File: src/sv/sha_pkg.sv
`timescale 1ns / 1ps
package sha_pkg;

    localparam int WORD_W    = 32;
    localparam int BLK_WORDS = 16;
    localparam int DIG_WORDS = 8;
    localparam int ROUNDS    = 64;

    localparam logic [7:0] PAD_MARK = 8'h80;
    localparam logic [5:0] LEN_POS  = 6'd56;
    localparam logic [5:0] LAST_POS = 6'd63;

    typedef logic [WORD_W-1:0] word_t;
    typedef logic [BLK_WORDS-1:0][WORD_W-1:0] block_t;
    // word 0 is H0, the most significant digest word
    typedef logic [0:DIG_WORDS-1][WORD_W-1:0] hash_t;

    // one queued block; last_blk marks the final block of a message
    typedef struct packed {
        block_t blk;
        logic   last_blk;
    } q_entry_t;

    typedef enum logic [1:0] {FR_ACCEPT, FR_MARK, FR_ZERO, FR_LEN} front_state_t;
    typedef enum logic [1:0] {BK_IDLE, BK_ROUND, BK_ADD, BK_EMIT} back_state_t;

    localparam hash_t INIT_HASH = '{
        32'h6a09e667, 32'hbb67ae85, 32'h3c6ef372, 32'ha54ff53a,
        32'h510e527f, 32'h9b05688c, 32'h1f83d9ab, 32'h5be0cd19};

    function automatic word_t rotr(input word_t x, input int n);
        return (x >> n) | (x << (WORD_W - n));
    endfunction

    function automatic word_t small_sig0(input word_t x);
        return rotr(x, 7) ^ rotr(x, 18) ^ (x >> 3);
    endfunction

    function automatic word_t small_sig1(input word_t x);
        return rotr(x, 17) ^ rotr(x, 19) ^ (x >> 10);
    endfunction

    function automatic word_t big_sig0(input word_t x);
        return rotr(x, 2) ^ rotr(x, 13) ^ rotr(x, 22);
    endfunction

    function automatic word_t big_sig1(input word_t x);
        return rotr(x, 6) ^ rotr(x, 11) ^ rotr(x, 25);
    endfunction

    function automatic word_t round_k(input logic [5:0] r);
        word_t k;
        unique case (r)
            6'd0:  k = 32'h428a2f98;  6'd1:  k = 32'h71374491;
            6'd2:  k = 32'hb5c0fbcf;  6'd3:  k = 32'he9b5dba5;
            6'd4:  k = 32'h3956c25b;  6'd5:  k = 32'h59f111f1;
            6'd6:  k = 32'h923f82a4;  6'd7:  k = 32'hab1c5ed5;
            6'd8:  k = 32'hd807aa98;  6'd9:  k = 32'h12835b01;
            6'd10: k = 32'h243185be;  6'd11: k = 32'h550c7dc3;
            6'd12: k = 32'h72be5d74;  6'd13: k = 32'h80deb1fe;
            6'd14: k = 32'h9bdc06a7;  6'd15: k = 32'hc19bf174;
            6'd16: k = 32'he49b69c1;  6'd17: k = 32'hefbe4786;
            6'd18: k = 32'h0fc19dc6;  6'd19: k = 32'h240ca1cc;
            6'd20: k = 32'h2de92c6f;  6'd21: k = 32'h4a7484aa;
            6'd22: k = 32'h5cb0a9dc;  6'd23: k = 32'h76f988da;
            6'd24: k = 32'h983e5152;  6'd25: k = 32'ha831c66d;
            6'd26: k = 32'hb00327c8;  6'd27: k = 32'hbf597fc7;
            6'd28: k = 32'hc6e00bf3;  6'd29: k = 32'hd5a79147;
            6'd30: k = 32'h06ca6351;  6'd31: k = 32'h14292967;
            6'd32: k = 32'h27b70a85;  6'd33: k = 32'h2e1b2138;
            6'd34: k = 32'h4d2c6dfc;  6'd35: k = 32'h53380d13;
            6'd36: k = 32'h650a7354;  6'd37: k = 32'h766a0abb;
            6'd38: k = 32'h81c2c92e;  6'd39: k = 32'h92722c85;
            6'd40: k = 32'ha2bfe8a1;  6'd41: k = 32'ha81a664b;
            6'd42: k = 32'hc24b8b70;  6'd43: k = 32'hc76c51a3;
            6'd44: k = 32'hd192e819;  6'd45: k = 32'hd6990624;
            6'd46: k = 32'hf40e3585;  6'd47: k = 32'h106aa070;
            6'd48: k = 32'h19a4c116;  6'd49: k = 32'h1e376c08;
            6'd50: k = 32'h2748774c;  6'd51: k = 32'h34b0bcb5;
            6'd52: k = 32'h391c0cb3;  6'd53: k = 32'h4ed8aa4a;
            6'd54: k = 32'h5b9cca4f;  6'd55: k = 32'h682e6ff3;
            6'd56: k = 32'h748f82ee;  6'd57: k = 32'h78a5636f;
            6'd58: k = 32'h84c87814;  6'd59: k = 32'h8cc70208;
            6'd60: k = 32'h90befffa;  6'd61: k = 32'ha4506ceb;
            6'd62: k = 32'hbef9a3f7;  6'd63: k = 32'hc67178f2;
            default: k = '0;
        endcase
        return k;
    endfunction

endpackage

File: src/sv/sha_if.sv


interface sha_out_if;
    logic        valid;
    logic        ready;
    logic [31:0] digest_word;
    logic [2:0]  word_index;
    logic        last_word;

    modport source (output valid, digest_word, word_index, last_word, input ready);
    modport sink   (input valid, digest_word, word_index, last_word, output ready);
endinterface

File: src/sv/sha_back.sv
`timescale 1ns / 1ps
module sha_back
    import sha_pkg::*;
(
    input  logic      clk,
    input  logic      rst_n,
    input  logic      q_valid,
    input  q_entry_t  q_head,
    output logic      q_pop,
    sha_out_if.source dig
);

    back_state_t st_reg, st_next;
    hash_t       hash_reg;
    hash_t       v_reg, v_next;
    block_t      win_reg, win_next;
    logic [5:0]  rnd_reg;
    logic [2:0]  idx_reg;
    logic        fin_reg;

    word_t w, t1, t2;

    assign q_pop = (st_reg == BK_IDLE) && q_valid;

    // one round per cycle; window shifts so win[0] is W[r] below round 16 and W[r-16] after
    always_comb
    begin
        if (rnd_reg < 6'd16)
        begin
            w = win_reg[0];
        end
        else
        begin
            w = small_sig1(win_reg[14]) + win_reg[9] + small_sig0(win_reg[1]) + win_reg[0];
        end
        win_next = {w, win_reg[15:1]};
        t1 = v_reg[7] + big_sig1(v_reg[4])
             + ((v_reg[4] & v_reg[5]) ^ (~v_reg[4] & v_reg[6]))
             + round_k(rnd_reg) + w;
        t2 = big_sig0(v_reg[0])
             + ((v_reg[0] & v_reg[1]) ^ (v_reg[0] & v_reg[2]) ^ (v_reg[1] & v_reg[2]));
        v_next[0] = t1 + t2;
        v_next[1] = v_reg[0];
        v_next[2] = v_reg[1];
        v_next[3] = v_reg[2];
        v_next[4] = v_reg[3] + t1;
        v_next[5] = v_reg[4];
        v_next[6] = v_reg[5];
        v_next[7] = v_reg[6];
    end

    always_comb
    begin
        st_next = st_reg;
        unique case (st_reg)
            BK_IDLE:
            begin
                if (q_valid)
                begin
                    st_next = BK_ROUND;
                end
            end
            BK_ROUND:
            begin
                if (rnd_reg == 6'(ROUNDS - 1))
                begin
                    st_next = BK_ADD;
                end
            end
            BK_ADD:
            begin
                st_next = fin_reg ? BK_EMIT : BK_IDLE;
            end
            BK_EMIT:
            begin
                if (dig.ready && idx_reg == 3'd7)
                begin
                    st_next = BK_IDLE;
                end
            end
            default: st_next = BK_IDLE;
        endcase
    end

    assign dig.valid       = (st_reg == BK_EMIT);
    assign dig.digest_word = hash_reg[idx_reg];
    assign dig.word_index  = idx_reg;
    assign dig.last_word   = (idx_reg == 3'd7);

    always_ff @(posedge clk or negedge rst_n)
    begin
        if (!rst_n)
        begin
            st_reg <= BK_IDLE;
        end
        else
        begin
            st_reg <= st_next;
        end
    end

    always_ff @(posedge clk or negedge rst_n)
    begin
        if (!rst_n)
        begin
            hash_reg <= INIT_HASH;
            rnd_reg  <= '0;
            idx_reg  <= '0;
            fin_reg  <= 1'b0;
        end
        else
        begin
            unique case (st_reg)
                BK_IDLE:
                begin
                    if (q_valid)
                    begin
                        rnd_reg <= '0;
                        fin_reg <= q_head.last_blk;
                    end
                end
                BK_ROUND:
                begin
                    rnd_reg <= rnd_reg + 6'd1;
                end
                BK_ADD:
                begin
                    for (int i = 0; i < DIG_WORDS; i++)
                    begin
                        hash_reg[i] <= hash_reg[i] + v_reg[i];
                    end
                    idx_reg <= '0;
                end
                BK_EMIT:
                begin
                    if (dig.ready)
                    begin
                        idx_reg <= idx_reg + 3'd1;
                        if (idx_reg == 3'd7)
                        begin
                            hash_reg <= INIT_HASH;
                        end
                    end
                end
                default:
                begin
                    idx_reg <= '0;
                end
            endcase
        end
    end

    always_ff @(posedge clk)
    begin
        if (st_reg == BK_IDLE && q_valid)
        begin
            win_reg <= q_head.blk;
            v_reg   <= hash_reg;
        end
        else if (st_reg == BK_ROUND)
        begin
            win_reg <= win_next;
            v_reg   <= v_next;
        end
    end

    a_rounds_done: assert property (@(posedge clk) disable iff (!rst_n)
        (st_reg == BK_ROUND && rnd_reg == 6'(ROUNDS - 1)) |=> st_reg == BK_ADD)
        else $error("compression did not finish after last round");
    a_start_round0: assert property (@(posedge clk) disable iff (!rst_n)
        q_pop |=> (st_reg == BK_ROUND && rnd_reg == '0))
        else $error("compression started off round zero");
    a_iv_restore: assert property (@(posedge clk) disable iff (!rst_n)
        (dig.valid && dig.ready && dig.last_word) |=> hash_reg == INIT_HASH)
        else $error("hash not restored after digest");

endmodule
File: src/flat_wrapper.sv
// flat-port wrapper written by rule: the top's interface ports become plain ports
module sha_back_flat import sha_pkg::*;
  (clk, rst_n, q_valid, q_head, q_pop, dig_valid, dig_digest_word, dig_word_index, dig_last_word, dig_ready);
  sha_out_if dig_i ();
  input  logic clk;
  input  logic rst_n;
  input  logic q_valid;
  input  q_entry_t q_head;
  output logic q_pop;
  output wire logic [$bits(dig_i.valid)-1:0] dig_valid;
  output wire logic [$bits(dig_i.digest_word)-1:0] dig_digest_word;
  output wire logic [$bits(dig_i.word_index)-1:0] dig_word_index;
  output wire logic [$bits(dig_i.last_word)-1:0] dig_last_word;
  input wire logic [$bits(dig_i.ready)-1:0] dig_ready;
  assign dig_valid = dig_i.valid;
  assign dig_digest_word = dig_i.digest_word;
  assign dig_word_index = dig_i.word_index;
  assign dig_last_word = dig_i.last_word;
  assign dig_i.ready = dig_ready;
  sha_back u_core (.clk(clk), .rst_n(rst_n), .q_valid(q_valid), .q_head(q_head), .q_pop(q_pop), .dig(dig_i));
endmodule
File: config.mk
export PLATFORM = sky130hd
export DESIGN_NAME = sha_back_flat
export DESIGN_NICKNAME = d
export VERILOG_FILES = /design/src/sv/sha_pkg.sv /design/src/sv/sha_if.sv /design/src/sv/sha_back.sv /design/src/flat_wrapper.sv
export SDC_FILE = /design/constraint.sdc
export NUM_CORES = 2
export LEC_CHECK = 0
export ABC_AREA = 1
export BUFFER_PORTS_ARGS = -buffer_cell sky130_fd_sc_hd__clkbuf_2
export CORE_MARGIN = 2
export CORE_UTILIZATION = 40
export DETAILED_ROUTE_END_ITERATION = 8
export GPL_TIMING_DRIVEN = 0
export SLEW_MARGIN = 15
export SYNTH_ARGS = -nofsm -noshare
export SYNTH_HDL_FRONTEND = slang
export SYNTH_SLANG_ARGS = --single-unit
File: constraint.sdc
create_clock -name clk -period 47.5 [get_ports clk]
set_input_delay 4.75 -clock clk [delete_from_list [all_inputs] [get_ports clk]]
set_output_delay 4.75 -clock clk [all_outputs]
set_load 0.01 [all_outputs]
==> results.yml <==
routing:
  num_vias: 72087
  drt-wirelength-per-cell_um: 31.3
  post_drt_via_cell_ratio: 5.74
  totalWireLength_um: 393000
  post-route-drc-count: 0
  first_pass_iters: 8
  drtIter0Drc: 8429
  antenna_left: 0
placed_design:
  hpwl_um: 323000
  place_congestion: 1.08
  place_area_um2: 81100
  io_buffers: 554
  place_inst: 12317
critical_path:
  cp-startpoint: "q_valid"
  reg2reg_slack_ns: 35.99
  worstReg2RegStart: "u_core.rnd_reg[2]"
  cp-endpoint: "q_pop"
  start_kind: "primary input"
  r2r_cells: 33
  worstPathMaxFanout: 10
  cp-end-kind: "output port"
  r2r-end: "u_core.v_next[204]"
  worstPathArrival_ns: 7.31
  required_ns: 42.75
  worstSetupPathType: "in -> out"
synthesis:
  synthCells: 9248
  synth_area_per_cell_um2: 8.06
  syn-num-nets: 10365
  synth-edff-count: 768
  ys_warn_count: 0
  async_flop_share_pct: 25.9
  seq_area_frac_synth_pct: 40.2
  synth_seq_cells: 1036
  yosysUniqueCellTypes: 78
  synthFlopType: "edfxtp_1"
  synth_area_um2: 74500
cells_and_area:
  largest_register_ffs: 480
  finish.instance_area_um2: 85200
  seq_area_um2: 29900
  area_delta_synth_final_pct: 14.4
  drive_gt1_share_pct: 10.8
  final_nets: 11078
  multi_input_area_um2: 39200
  nFillCells: 18820
  fin_cells: 12552
sta:
  rsz0062_at_grt: "false"
  slew_headroom_pct: 6.48
  fmaxAchievable_mhz: 82.9
  fin_crit_sh_pct: 25.4
  finClkSkew_ns: 0.118
  finalCriticalPeriod_ns: 12.06
  slew_viol_final: 0
  finalSetupTns_ns: 0
  hold_violations: 0
  setup_viol: 0
  tightest_slew_ns: 1.39
floorplan:
  rows: 158
  coreArea_um2: 185000
  die_w_um: 436
  io_pins: 555
  start_util_pct: 40.2
  die_y_um: 436
  dieArea_um2: 190000
cts:
  cts_buffers: 120
  htreeDepth: 3
  clk_path_buf_depth: 3
  clk_pin_slew_ns: 0.06
  cts_tree: "built"
  cts_resized: 0
  cts.sinks: 1036
  clock-root-buffer: "clkbuf_16"
  post_cts.repair.setup_buffers: 0
  ctsHoldBuffers: 0
  clock_latency_ns: 0.86
global_route:
  grt_max_degree: 115
  grt_pass1_wl_um: 538000
  grtUsageTotal_pct: 40.4
  grt.overflow.total: 0
  grt_antenna_before_repair: 15
  grt_pass1_vias: 69293
run:
  drv_cap: 0
hold_path:
  hold_path_class: "reg -> reg"
run_status:
  status: "finished clean"
cell families after synthesis:
family | count (synthesis) | synth area share [%]
AND/OR/NAND/NOR | 3747 | 19.9
multiplexers | 30 | 0.406
adder cells (fa/ha/maj) | 616 | 12.3
AO/OA/AOI/OAI | 1973 | 15.1
XOR/XNOR | 416 | 4.90
flip-flops | 1036 | 40.2
buffers and inverters | 1430 | 7.26
placed cells by master (no fill, tap or decap), drive strengths merged, types with 226 or more instances in the layout:
cell type,count
nand2,2905
inv,1050
clkbuf,1041
o21ai,819
edfxtp,768
a21oi,626
nor2,433
ha,405
xor2,237
nand3,226
critical path: stages:
cell and delay [ns]:
clkbuf_2 0.11, nand2_1 0.58, clkinv_1 0.33, clkbuf_1 0.60
clkbuf_1 0.66, clkbuf_2 0.26
worst min path at each step:
stage	from	end	slack, ns	depth (start not counted)
finish	u_core.win_next[168]	u_core.win_next[136]	0.49	2
global route	u_core.win_next[168]	u_core.win_next[136]	0.49	2
global placement	u_core.hash_reg[224]	u_core.hash_reg[224]	0.48	2
detailed placement	u_core.hash_reg[224]	u_core.hash_reg[224]	0.49	2
floorplan	u_core.hash_reg[14]	u_core.hash_reg[14]	0.46	2
CTS	u_core.win_next[168]	u_core.win_next[136]	0.47	2
synthesized netlist by cell type (101+ instances only):
cell type  number  area share [%]
fa_1          195             5.2
xor2_1        237             2.8
edfxtp_1      768              31
inv_1        1031             5.2
xnor2_1       178             2.1
dfrtp_1       132             4.4
nand3_1       218             1.5
a21oi_1       603             4.1
clkbuf_1      334             1.7
ha_1          405             6.8
nor2_1        427             2.2
o21ai_0       699             4.7
nand2_1      2895              15
o22ai_1       136             1.1
o21ai_1       101            0.68
dfstp_2       136             4.8
final cells by class:
class / instances / area share (%)
Multi-Input combinational cell: 6782 / 46.0
Sequential cell: 1036 / 35.1
Timing Repair Buffer: 591 / 4.02
Clock inverter: 74 / 1.02
Inverter: 1055 / 4.66
Buffer: 375 / 1.74
Tap cell: 2480 / 3.64
Antenna cell: 6 / 0.0176
Clock buffer: 153 / 3.81
per-layer routing:
| metal | up-vias | track usage [%] | wire, µm |
|---|---|---|---|
| li1 | 32204 | - | - |
| met1 | 34884 | 50.3 | 152000 |
| met2 | 3986 | 62.9 | 173000 |
| met3 | 1001 | 7.07 | 33300 |
| met4 | 12 | 30.3 | 35800 |
| met5 | - | 0 | 80 |
stage by stage:
step	setup WS [ns]	utilization (%)	hold WS [ns]
2_1_floorplan	26.18	-	0.460
3_3_place_gp	16.70	43.4	0.480
3_5_place_dp	35.42	43.8	0.487
4_1_cts	35.41	46.0	0.472
5_1_grt	35.41	46.0	0.488
6_report	35.44	46.0	0.487
Power is left out: the tool's default activity adds up to more than one toggle a clock period on the data nets, which glitch-free logic cannot reach.
