## src/sv/sha_pkg.sv

```systemverilog
`timescale 1ns / 1ps
package sha_pkg;

    localparam int WORD_W    = 32;
    localparam int BLK_WORDS = 16;
    localparam int DIG_WORDS = 8;
    localparam int ROUNDS    = 64;

    localparam logic [7:0] PAD_MARK = 8'h80;
    localparam logic [5:0] LEN_POS  = 6'd56;
    localparam logic [5:0] LAST_POS = 6'd63;

    typedef logic [WORD_W-1:0] word_t;
    typedef logic [BLK_WORDS-1:0][WORD_W-1:0] block_t;
    // word 0 is H0, the most significant digest word
    typedef logic [0:DIG_WORDS-1][WORD_W-1:0] hash_t;

    // one queued block; last_blk marks the final block of a message
    typedef struct packed {
        block_t blk;
        logic   last_blk;
    } q_entry_t;

    typedef enum logic [1:0] {FR_ACCEPT, FR_MARK, FR_ZERO, FR_LEN} front_state_t;
    typedef enum logic [1:0] {BK_IDLE, BK_ROUND, BK_ADD, BK_EMIT} back_state_t;

    localparam hash_t INIT_HASH = '{
        32'h6a09e667, 32'hbb67ae85, 32'h3c6ef372, 32'ha54ff53a,
        32'h510e527f, 32'h9b05688c, 32'h1f83d9ab, 32'h5be0cd19};

    function automatic word_t rotr(input word_t x, input int n);
        return (x >> n) | (x << (WORD_W - n));
    endfunction

    function automatic word_t small_sig0(input word_t x);
        return rotr(x, 7) ^ rotr(x, 18) ^ (x >> 3);
    endfunction

    function automatic word_t small_sig1(input word_t x);
        return rotr(x, 17) ^ rotr(x, 19) ^ (x >> 10);
    endfunction

    function automatic word_t big_sig0(input word_t x);
        return rotr(x, 2) ^ rotr(x, 13) ^ rotr(x, 22);
    endfunction

    function automatic word_t big_sig1(input word_t x);
        return rotr(x, 6) ^ rotr(x, 11) ^ rotr(x, 25);
    endfunction

    function automatic word_t round_k(input logic [5:0] r);
        word_t k;
        unique case (r)
            6'd0:  k = 32'h428a2f98;  6'd1:  k = 32'h71374491;
            6'd2:  k = 32'hb5c0fbcf;  6'd3:  k = 32'he9b5dba5;
            6'd4:  k = 32'h3956c25b;  6'd5:  k = 32'h59f111f1;
            6'd6:  k = 32'h923f82a4;  6'd7:  k = 32'hab1c5ed5;
            6'd8:  k = 32'hd807aa98;  6'd9:  k = 32'h12835b01;
            6'd10: k = 32'h243185be;  6'd11: k = 32'h550c7dc3;
            6'd12: k = 32'h72be5d74;  6'd13: k = 32'h80deb1fe;
            6'd14: k = 32'h9bdc06a7;  6'd15: k = 32'hc19bf174;
            6'd16: k = 32'he49b69c1;  6'd17: k = 32'hefbe4786;
            6'd18: k = 32'h0fc19dc6;  6'd19: k = 32'h240ca1cc;
            6'd20: k = 32'h2de92c6f;  6'd21: k = 32'h4a7484aa;
            6'd22: k = 32'h5cb0a9dc;  6'd23: k = 32'h76f988da;
            6'd24: k = 32'h983e5152;  6'd25: k = 32'ha831c66d;
            6'd26: k = 32'hb00327c8;  6'd27: k = 32'hbf597fc7;
            6'd28: k = 32'hc6e00bf3;  6'd29: k = 32'hd5a79147;
            6'd30: k = 32'h06ca6351;  6'd31: k = 32'h14292967;
            6'd32: k = 32'h27b70a85;  6'd33: k = 32'h2e1b2138;
            6'd34: k = 32'h4d2c6dfc;  6'd35: k = 32'h53380d13;
            6'd36: k = 32'h650a7354;  6'd37: k = 32'h766a0abb;
            6'd38: k = 32'h81c2c92e;  6'd39: k = 32'h92722c85;
            6'd40: k = 32'ha2bfe8a1;  6'd41: k = 32'ha81a664b;
            6'd42: k = 32'hc24b8b70;  6'd43: k = 32'hc76c51a3;
            6'd44: k = 32'hd192e819;  6'd45: k = 32'hd6990624;
            6'd46: k = 32'hf40e3585;  6'd47: k = 32'h106aa070;
            6'd48: k = 32'h19a4c116;  6'd49: k = 32'h1e376c08;
            6'd50: k = 32'h2748774c;  6'd51: k = 32'h34b0bcb5;
            6'd52: k = 32'h391c0cb3;  6'd53: k = 32'h4ed8aa4a;
            6'd54: k = 32'h5b9cca4f;  6'd55: k = 32'h682e6ff3;
            6'd56: k = 32'h748f82ee;  6'd57: k = 32'h78a5636f;
            6'd58: k = 32'h84c87814;  6'd59: k = 32'h8cc70208;
            6'd60: k = 32'h90befffa;  6'd61: k = 32'ha4506ceb;
            6'd62: k = 32'hbef9a3f7;  6'd63: k = 32'hc67178f2;
            default: k = '0;
        endcase
        return k;
    endfunction

endpackage

```

## src/sv/sha_queue.sv

```systemverilog
`timescale 1ns / 1ps
module sha_queue
    import sha_pkg::*;
#(
    parameter int DEPTH = 2
)
(
    input  logic     clk,
    input  logic     rst_n,
    input  logic     push,
    input  q_entry_t push_data,
    output logic     full,
    input  logic     pop,
    output logic     not_empty,
    output q_entry_t head
);

    localparam int PW = (DEPTH > 1) ? $clog2(DEPTH) : 1;
    localparam int CW = $clog2(DEPTH + 1);

    q_entry_t        mem [DEPTH];
    logic [PW-1:0]   wp_reg, rp_reg;
    logic [CW-1:0]   cnt_reg;

    assign full      = (cnt_reg == CW'(DEPTH));
    assign not_empty = (cnt_reg != '0);
    assign head      = mem[rp_reg];

    always_ff @(posedge clk)
    begin
        if (push)
        begin
            mem[wp_reg] <= push_data;
        end
    end

    always_ff @(posedge clk or negedge rst_n)
    begin
        if (!rst_n)
        begin
            wp_reg  <= '0;
            rp_reg  <= '0;
            cnt_reg <= '0;
        end
        else
        begin
            if (push)
            begin
                wp_reg <= (wp_reg == PW'(DEPTH - 1)) ? '0 : wp_reg + PW'(1);
            end
            if (pop)
            begin
                rp_reg <= (rp_reg == PW'(DEPTH - 1)) ? '0 : rp_reg + PW'(1);
            end
            cnt_reg <= cnt_reg + CW'(push) - CW'(pop);
        end
    end

    a_no_overflow: assert property (@(posedge clk) disable iff (!rst_n) !(push && full))
        else $error("queue push while full");
    a_no_underflow: assert property (@(posedge clk) disable iff (!rst_n) !(pop && !not_empty))
        else $error("queue pop while empty");
    a_cnt_range: assert property (@(posedge clk) disable iff (!rst_n)
        cnt_reg <= CW'(DEPTH))
        else $error("queue count out of range");

endmodule

```

## config.mk

```make
export PLATFORM = sky130hd
export DESIGN_NAME = sha_queue
export DESIGN_NICKNAME = d
export VERILOG_FILES = /design/src/sv/sha_pkg.sv /design/src/sv/sha_queue.sv
export SDC_FILE = /design/constraint.sdc
export NUM_CORES = 1
export LEC_CHECK = 0
export BUFFER_PORTS_ARGS = -buffer_cell sky130_fd_sc_hd__buf_2
export CAP_MARGIN = 20
export CORE_AREA = 4 4 394 396
export CTS_BUF_LIST = sky130_fd_sc_hd__clkbuf_4 sky130_fd_sc_hd__clkbuf_8
export CTS_CLUSTER_DIAMETER = 40
export DETAILED_ROUTE_END_ITERATION = 10
export DIE_AREA = 0 0 398 400
export GPL_TIMING_DRIVEN = 0
export MAX_ROUTING_LAYER = met4
export SLEW_MARGIN = 20
export SYNTH_ARGS = -nofsm -noshare
export SYNTH_HDL_FRONTEND = slang
export SYNTH_SLANG_ARGS = --single-unit
```

## constraint.sdc

```tcl
create_clock -name clk -period 50.1 [get_ports clk]
set_input_delay 7.515 -clock clk [delete_from_list [all_inputs] [get_ports clk]]
set_output_delay 7.515 -clock clk [all_outputs]
set_load 0.02 [all_outputs]
```

==> out/summary.md, run 1 <==
### GRT
* 154 mm — wire length of the first global-routing pass
* 0.141 — Total GRT Usage
* 68 — antenna violations before repair
* 0 — overall overflow remaining after global route
* 51 — largest net degree at the start of global routing
* 21299 — vias in the first global route

### STA
* 638 ps — actual transition at the worst max-transition pin
* 0 — setup violation total in the final timing report
* 39930 ps — slack of the critical path
* 10170 ps — min Tclk post-route
* 0 ps — Setup TNS Final
* 0.203 — crit share post-route
* no — unrepaired setup endpoints after global routing
* 98.3 MHz — Max Clock Freq
* 43.7 ps — worst clock skew on the final layout
* 0.574 — slew margin rel.
* 0 — count of endpoints failing hold in the final timing report
* 0 — max-slew violations

### Route
* 115 mm — WL final
* 43.1 mm — wire length on met1
* 4.04 — mean number of vias per cell
* 20421 — Via Count
* 5 — number of iterations in the first detailed-routing pass
* 0 — Post-DRT Antenna Nets
* 58.4 mm — routed length on met2
* 10.4 mm — DR WL met3
* 1117 — first-iteration detailed-routing DRC count
* met4 — top routing layer used
* 22.8 um — routed len/inst
* 0 — remaining design rule violation count

### Clock tree
* 1030 — number of clock sinks
* 187 — TritonCTS buffer count
* 0 — hold-fix buffers at CTS
* 0 — post-CTS setup buffer count
* 3 — buffers from clock root to sink, at most
* 880 ps — clock latency of the later-clocked register in the worst-skew pair
* 4 — maximum level of the CTS H-tree
* 60 ps — Clock Pin Slew Worst Setup and Hold Paths
* sky130_fd_sc_hd__clkbuf_8 — CTS root buf
* 0 — number of gates resized after cts
* built — CTS tree

### Synth
* 24.4 um2 — synthesized area divided by synthesized cell count
* 1611 — post-synthesis cell count
* 39200 um2 — total standard cell area after synthesis
* 2130 — syn_nets
* 0 — Synth warnings
* 0.788 — post-synthesis sequential area ratio
* 14 — post-synthesis cell type count
* 1030 — post-synthesis register bit count

### Floorplan
* 398 um — width of the die
* 159000 um2 — overall die area
* 143 — row cnt
* 400 um — Die Y
* 152000 um2 — placeable core region
* 0.259 — initial cell density of the core
* 1032 — Boundary Pins

### Critical path
* 42590 ps — Critical Path RT
* 330 ps — Max stage delay on crit path
* flop to output pin — Setup Crit Path Kind
* 46690 ps — R2R Setup Slk
* buf_6, buf_8, buf_6, mux2_4, buf_2 — cells traversed along the worst timing path
* 10 — maximum fanout along the worst path
* head[260] — end of the critical path
* wp_reg — worst reg2reg path startpoint
* sky130_fd_sc_hd__buf_6 — most common cell type on the critical path
* mem[0][49] — Worst R2R End
* 2660 ps — Crit path arrival time
* sky130_fd_sc_hd__dfrtp_1 — slowest library cell on the worst path
* 11 — depth of the worst register-to-register path
* rp_reg — Crit. Startpoint
* output pin — CP endpoint kind
* flop — crit start category

### Place
* 0.799 — weighted congestion at the end of routability-driven global placement
* 1031 — IO Port Bufs
* 47800 um2 — total placed instance area
* 39380 ps — worst-case setup slack after placement
* 88.7 mm — dpl hpwl

### Flow run
* 0 — max capacitance violation total

### Cells and area
* 51700 um2 — total non-filler cell area in the finished layout
* 7600 um2 — multi-input logic area
* 31.7% — P&R area growth vs syn
* 0.643 — share of layout cells above drive strength 1
* 30900 um2 — combined flip-flop and latch cell area
* 14436 — filler instances
* 0.341 — post-layout utilization of the core
* 1026 — number of flip-flops under the largest register name
* 3386 — Final #Nets

### Run status
* finished, final reports clean — run status

### Power and ir drop
* 20.5 nW — leak pwr
* 0.0000348 V — peak supply drop
* 61.1 nW/um2 — power density cells

### Min path
* flop to flop — class of the worst hold path

[worst max-delay path, delay by kind of cell (launching register included)]
family | cells | cell delay [ps]
flip-flops | 1 | 330
buffers and inverters | 4 | 1050
multiplexers | 1 | 330
[stage by stage]
step                      hold slack (ps)  power [mW]  instances
after global placement                469        2.58       4672
after floorplan                       453        2.10       1611
final                                 573        3.16       5055
after CTS                             570        3.22       5035
after global routing                  586        3.30       5050
after detailed placement              552        2.40       4708
[worst min path at each step]
stage,to,start,cells after the start,slack [ps]
after detailed placement,wp_reg,wp_reg,1,550
after global placement,wp_reg,wp_reg,1,470
after global routing,wp_reg,wp_reg,1,590
after CTS,wp_reg,wp_reg,1,570
final,wp_reg,wp_reg,1,570
after floorplan,wp_reg,wp_reg,1,450
[synthesized netlist by cell type]
cell	instances	area share
sky130_fd_sc_hd__buf_2	5	0.00064
sky130_fd_sc_hd__or2_2	1	0.00016
sky130_fd_sc_hd__xor2_1	2	0.00045
sky130_fd_sc_hd__buf_8	30	0.011
sky130_fd_sc_hd__inv_1	2	0.00019
sky130_fd_sc_hd__mux2_4	460	0.18
sky130_fd_sc_hd__ha_1	2	0.00064
sky130_fd_sc_hd__dfrtp_1	4	0.0026
sky130_fd_sc_hd__and2_1	1	0.00016
sky130_fd_sc_hd__xor3_1	1	0.00061
sky130_fd_sc_hd__mux2_2	53	0.015
sky130_fd_sc_hd__nor2b_1	2	0.00032
sky130_fd_sc_hd__buf_6	22	0.0063
sky130_fd_sc_hd__edfxtp_1	1026	0.79
[kinds of logic after synthesis]
| kind of cell | share of synthesized area |
|---|---|
| xor gates and xnor gates | 0.00105 |
| muxes | 0.191 |
| buffers and inverters | 0.0186 |
| and+or+nand+nor | 0.000638 |
| DFF | 0.788 |
| adders and majority gates | 0.000638 |
[cell type report]
cell class | instances | area share
timing repair buffer | 1067 | 0.117
buffer | 57 | 0.0140
sequential | 1030 | 0.598
tap | 2030 | 0.0491
multi-input combinational | 522 | 0.147
clock buffer | 243 | 0.0582
clock inverter | 84 | 0.0158
inverter | 2 | 0.000145
antenna | 20 | 0.000968
[cells in the final DEF, fill, tap and decap left out, types with 2 or more instances in the layout]
cell                         Yosys  final
sky130_fd_sc_hd__buf_2           5   1036
sky130_fd_sc_hd__edfxtp_1     1026   1026
sky130_fd_sc_hd__mux2_4        460    460
sky130_fd_sc_hd__clkbuf_8        0    189
sky130_fd_sc_hd__clkbuf_4        0     54
sky130_fd_sc_hd__mux2_2         53     53
sky130_fd_sc_hd__clkinv_1        0     35
sky130_fd_sc_hd__buf_8          30     30
sky130_fd_sc_hd__buf_6          22     22
sky130_fd_sc_hd__diode_2         0     20
sky130_fd_sc_hd__buf_16          0     19
sky130_fd_sc_hd__buf_12          0     17
sky130_fd_sc_hd__clkinvlp_4      0     12
sky130_fd_sc_hd__bufinv_16       0     11
sky130_fd_sc_hd__clkinv_2        0     10
sky130_fd_sc_hd__clkinv_4        0      5
sky130_fd_sc_hd__dfrtp_1         4      4
sky130_fd_sc_hd__inv_8           0      3
sky130_fd_sc_hd__clkinv_8        0      3
sky130_fd_sc_hd__inv_12          0      3
sky130_fd_sc_hd__inv_1           2      2
sky130_fd_sc_hd__xor2_1          2      2
sky130_fd_sc_hd__ha_1            2      2
sky130_fd_sc_hd__inv_16          0      2
[metal layers]
metal / GRT usage / vias up
li1: - / 9066
met1: 0.153 / 10203
met3: 0.0527 / 261
met2: 0.238 / 891
met5: - / -
met4: 0.0473 / 0
[power by group]
part           switching, mW  internal [mW]  total, mW  leakage, nW
Combinational          0.674          0.502       1.18         8.86
Clock                  0.355          0.453      0.807         1.96
Sequential            0.0349           1.14       1.18         9.68
Total                   1.06           2.10       3.16         20.5
Power figures use the tool's default switching activity.
==> inputs of run 2 (changes only) <==
--- a/config.mk
+++ b/config.mk
@@ -5,13 +5,14 @@
 export SDC_FILE = /design/constraint.sdc
 export NUM_CORES = 1
 export LEC_CHECK = 0
+export ABC_AREA = 1
 export BUFFER_PORTS_ARGS = -buffer_cell sky130_fd_sc_hd__buf_2
 export CAP_MARGIN = 20
-export CORE_AREA = 4 4 394 396
+export CORE_AREA = 4 4 400 402
 export CTS_BUF_LIST = sky130_fd_sc_hd__clkbuf_4 sky130_fd_sc_hd__clkbuf_8
 export CTS_CLUSTER_DIAMETER = 40
 export DETAILED_ROUTE_END_ITERATION = 10
-export DIE_AREA = 0 0 398 400
+export DIE_AREA = 0 0 404 406
 export GPL_TIMING_DRIVEN = 0
 export MAX_ROUTING_LAYER = met4
 export SLEW_MARGIN = 20
==> constraint.sdc (replaced) <==
create_clock -name clk -period 10 [get_ports clk]
set_input_delay 1.5 -clock clk [delete_from_list [all_inputs] [get_ports clk]]
set_output_delay 1.5 -clock clk [all_outputs]
set_load 0.02 [all_outputs]
==> run 2 against run 1 <==
  * Design area down 1.9%
  * Clock skew down 5.2 ps
  * Global-route usage up 1.0 points
  * Synthesized area down 3.0%
  * Worst hold slack worse by 130 ps
  * Sequential power rose to 5.0 times the previous value
  * Combinational power rose to 5.0 times the previous value
  * Wire length up 9.5%
  * Largest cell class unchanged
==> out/summary.md, run 2 <==
### Floorplan
* 145 — row cnt, was 143
* 1032 — Boundary Pins, unchanged
* 164000 um2 — overall die area, was 159000 um2
* 0.244 — initial cell density of the core, was 0.259
* 406 um — Die Y, was 400 um
* 156000 um2 — placeable core region, was 152000 um2
* 404 um — width of the die, was 398 um

### GRT
* 32 — largest net degree at the start of global routing, was 51
* 0 — overall overflow remaining after global route, unchanged
* 25543 — vias in the first global route, was 21299
* 49 — antenna violations before repair, was 68
* 173 mm — wire length of the first global-routing pass, was 154 mm
* 0.151 — Total GRT Usage, was 0.141

### Place
* 1031 — IO Port Bufs, unchanged
* 5760 ps — worst-case setup slack after placement, was 39380 ps
* 0.876 — weighted congestion at the end of routability-driven global placement, was 0.799
* 97.0 mm — dpl hpwl, was 88.7 mm

### STA
* 0.506 — crit share post-route
* 0 — setup violation total in the final timing report, unchanged
* 38.5 ps — worst clock skew on the final layout, was 43.7 ps
* 0.200 — slew margin rel., was 0.574
* no — unrepaired setup endpoints after global routing, unchanged
* 197 MHz — Max Clock Freq
* 4940 ps — slack of the critical path, was 39930 ps
* 1190 ps — actual transition at the worst max-transition pin, was 638 ps
* 5060 ps — min Tclk post-route
* 0 — count of endpoints failing hold in the final timing report, unchanged
* 0 — max-slew violations, unchanged
* 0 ps — Setup TNS Final, unchanged
* 448 ps — Worst Hold Margin, was 573 ps

### Clock tree
* 1030 — number of clock sinks, unchanged
* 0 — number of gates resized after cts, unchanged
* sky130_fd_sc_hd__clkbuf_8 — CTS root buf, unchanged
* 0 — post-CTS setup buffer count, unchanged
* 4 — maximum level of the CTS H-tree, unchanged
* 181 — TritonCTS buffer count, was 187
* 880 ps — clock latency of the later-clocked register in the worst-skew pair, about the same
* 50 ps — Clock Pin Slew Worst Setup and Hold Paths, was 60 ps
* 0 — hold-fix buffers at CTS, unchanged
* 3 — buffers from clock root to sink, at most, unchanged
* built — CTS tree, unchanged

### Synth
* 1026 x sky130_fd_sc_hd__edfxtp_1, 520 x sky130_fd_sc_hd__inv_1, 520 x sky130_fd_sc_hd__nand2_1 — most instantiated cells after synthesis, was 1026 x sky130_fd_sc_hd__edfxtp_1, 460 x sky130_fd_sc_hd__mux2_4, 53 x sky130_fd_sc_hd__mux2_2
* sky130_fd_sc_hd__edfxtp_1 — Main synth FF type, unchanged
* 0 — Synth warnings, unchanged
* 38000 um2 — total standard cell area after synthesis, was 39200 um2
* 3223 — syn_nets, was 2130
* 2704 — post-synthesis cell count, was 1611
* sky130_fd_sc_hd__edfxtp_1 — most numerous cell in the Yosys netlist, unchanged
* 0.810 — fraction of synthesized cell area taken by the top area cell type, was 0.785
* 0.00388 — Async SR Flop Fraction, unchanged
* 1030 — post-synthesis register bit count, unchanged
* 14.1 um2 — synthesized area divided by synthesized cell count, was 24.4 um2
* 0.813 — post-synthesis sequential area ratio, was 0.788
* 1026 — number of synthesized flops with an enable pin, unchanged
* sky130_fd_sc_hd__edfxtp_1 — Synth area leader, unchanged
* sky130_fd_sc_hd__edfxtp_1 81%, sky130_fd_sc_hd__o21ai_0 6.1%, sky130_fd_sc_hd__inv_1 5.1%, sky130_fd_sc_hd__nand2_1 5.1%, sky130_fd_sc_hd__buf_2 0.67% — largest cells by area after synthesis, was sky130_fd_sc_hd__edfxtp_1 79%, sky130_fd_sc_hd__mux2_4 18%, sky130_fd_sc_hd__mux2_2 1.5%, sky130_fd_sc_hd__buf_8 1.1%, sky130_fd_sc_hd__buf_6 0.63%
* 14 — post-synthesis cell type count, unchanged

### Critical path
* 8500 ps — Critical Path RT, was 42590 ps
* output pin — CP endpoint kind, unchanged
* 3560 ps — Crit path arrival time, was 2660 ps
* flop to output pin — Setup Crit Path Kind, unchanged
* flop — crit start category, unchanged
* 11 — maximum fanout along the worst path, was 10

### Route
* 0 — Post-DRT Antenna Nets, unchanged
* 0 — remaining design rule violation count, unchanged
* 126 mm — WL final, was 115 mm
* 4.10 — mean number of vias per cell, was 4.04
* 25480 — Via Count, was 20421
* 5 — number of iterations in the first detailed-routing pass, unchanged
* 20.3 um — routed len/inst, was 22.8 um
* 1737 — first-iteration detailed-routing DRC count, was 1117

### Flow run
* 0 — max capacitance violation total, unchanged

### Power and ir drop
* 21.2 nW — leak pwr, was 20.5 nW
* 15.7 mW — total power of the final layout, was 3.16 mW
* 0.000191 V — peak supply drop, was 0.0000348 V
* 310 nW/um2 — power density cells, was 61.1 nW/um2

### Cells and area
* 4484 — Final #Nets, was 3386
* 33.3% — P&R area growth vs syn, was 31.7%
* 1026 — number of flip-flops under the largest register name, unchanged
* sky130_fd_sc_hd__buf_2 — most common cell after layout, fill and taps aside, unchanged
* 0.351 — share of layout cells above drive strength 1, was 0.643
* 1082 x sky130_fd_sc_hd__buf_2, 1026 x sky130_fd_sc_hd__edfxtp_1, 520 x sky130_fd_sc_hd__nand2_1 — commonest cells after routing, fill and taps aside, was 1036 x sky130_fd_sc_hd__buf_2, 1026 x sky130_fd_sc_hd__edfxtp_1, 460 x sky130_fd_sc_hd__mux2_4

### Min path
* input port to async pin — class of the worst hold path, was flop to flop

### Run status
* finished, final reports clean — run status, unchanged

==> run 2: cell types whose count changed after synthesis, sizes merged, moves of 12 or more <==
cell,delta
inv,+518
nand2,+520
buf,+12
o21ai,+513
clkbuf,+45
mux2,-513
==> run 2: cell families (layout without fill, tap and decap cells) <==
| kind of cell | Yosys count | in the layout | synth area share |
|---|---|---|---|
| AOI/OAI and AO/OA | 513 | 513 | 0.0675 |
| other | 0 | 43 | 0 |
| xor gates and xnor gates | 2 | 2 | 0.000461 |
| adders and majority gates | 2 | 2 | 0.000658 |
| DFF | 1030 | 1030 | 0.813 |
| buffers and inverters | 634 | 2037 | 0.0672 |
| and+or+nand+nor | 523 | 523 | 0.0516 |
==> run 2: final cells by class <==
| class | instances | area, um2 |
|---|---|---|
| Clock inverter | 89 | 782 |
| Clock buffer | 236 | 2940 |
| Sequential cell | 1030 | 30900 |
| Tap cell | 2058 | 2570 |
| Inverter | 520 | 1960 |
| Timing Repair Buffer | 1078 | 6240 |
| Buffer | 114 | 604 |
| Antenna cell | 43 | 108 |
| Fill cell | 15560 | 105000 |
| Multi-Input combinational cell | 1040 | 4590 |
==> run 2: worst max-delay path: stages (launching register included) <==
cell                       delay, ps
sky130_fd_sc_hd__dfrtp_1         320
sky130_fd_sc_hd__buf_4           250
sky130_fd_sc_hd__buf_4           310
sky130_fd_sc_hd__clkbuf_1        830
sky130_fd_sc_hd__o21ai_0         620
sky130_fd_sc_hd__buf_2           330
==> run 2: worst paths after layout <==
check / from / endpoint / slack (ps) / cells past startpoint
min in group clk: wp_reg / wp_reg / 550 / 1
worst max-delay path: rp_reg / head[223] / 4940 / 5
max in group asynchronous: rst_n / cnt_reg[1] / 9430 / 1
worst max register to register: wp_reg / mem[0][409] / 7210 / 9
worst min register to register: wp_reg / wp_reg / 550 / 1
worst min-delay path: rst_n / cnt_reg[0] / 450 / 1
==> run 2: layer usage <==
layer / vias up / wire [um] / GRT usage
met5: - / 0 / -
met4: 0 / 3970 / 0.0615
met3: 235 / 12400 / 0.0557
met2: 1062 / 65100 / 0.257
met1: 12355 / 44700 / 0.160
li1: 11828 / - / -
==> run 2: report_power, final <==
part	internal (mW)	switching, mW
Sequential	5.71	0.169
Clock	2.22	1.76
Combinational	1.56	4.31
Total	9.50	6.24
==> run 2: stage by stage <==
stage	std cells	utilization	instance area (um2)
2_1_floorplan	2704	-	38100
3_3_place_gp	5793	0.293	45800
3_5_place_dp	5840	0.300	46900
4_1_cts	6165	0.324	50600
5_1_grt	6196	0.325	50700
6_report	6208	0.325	50700
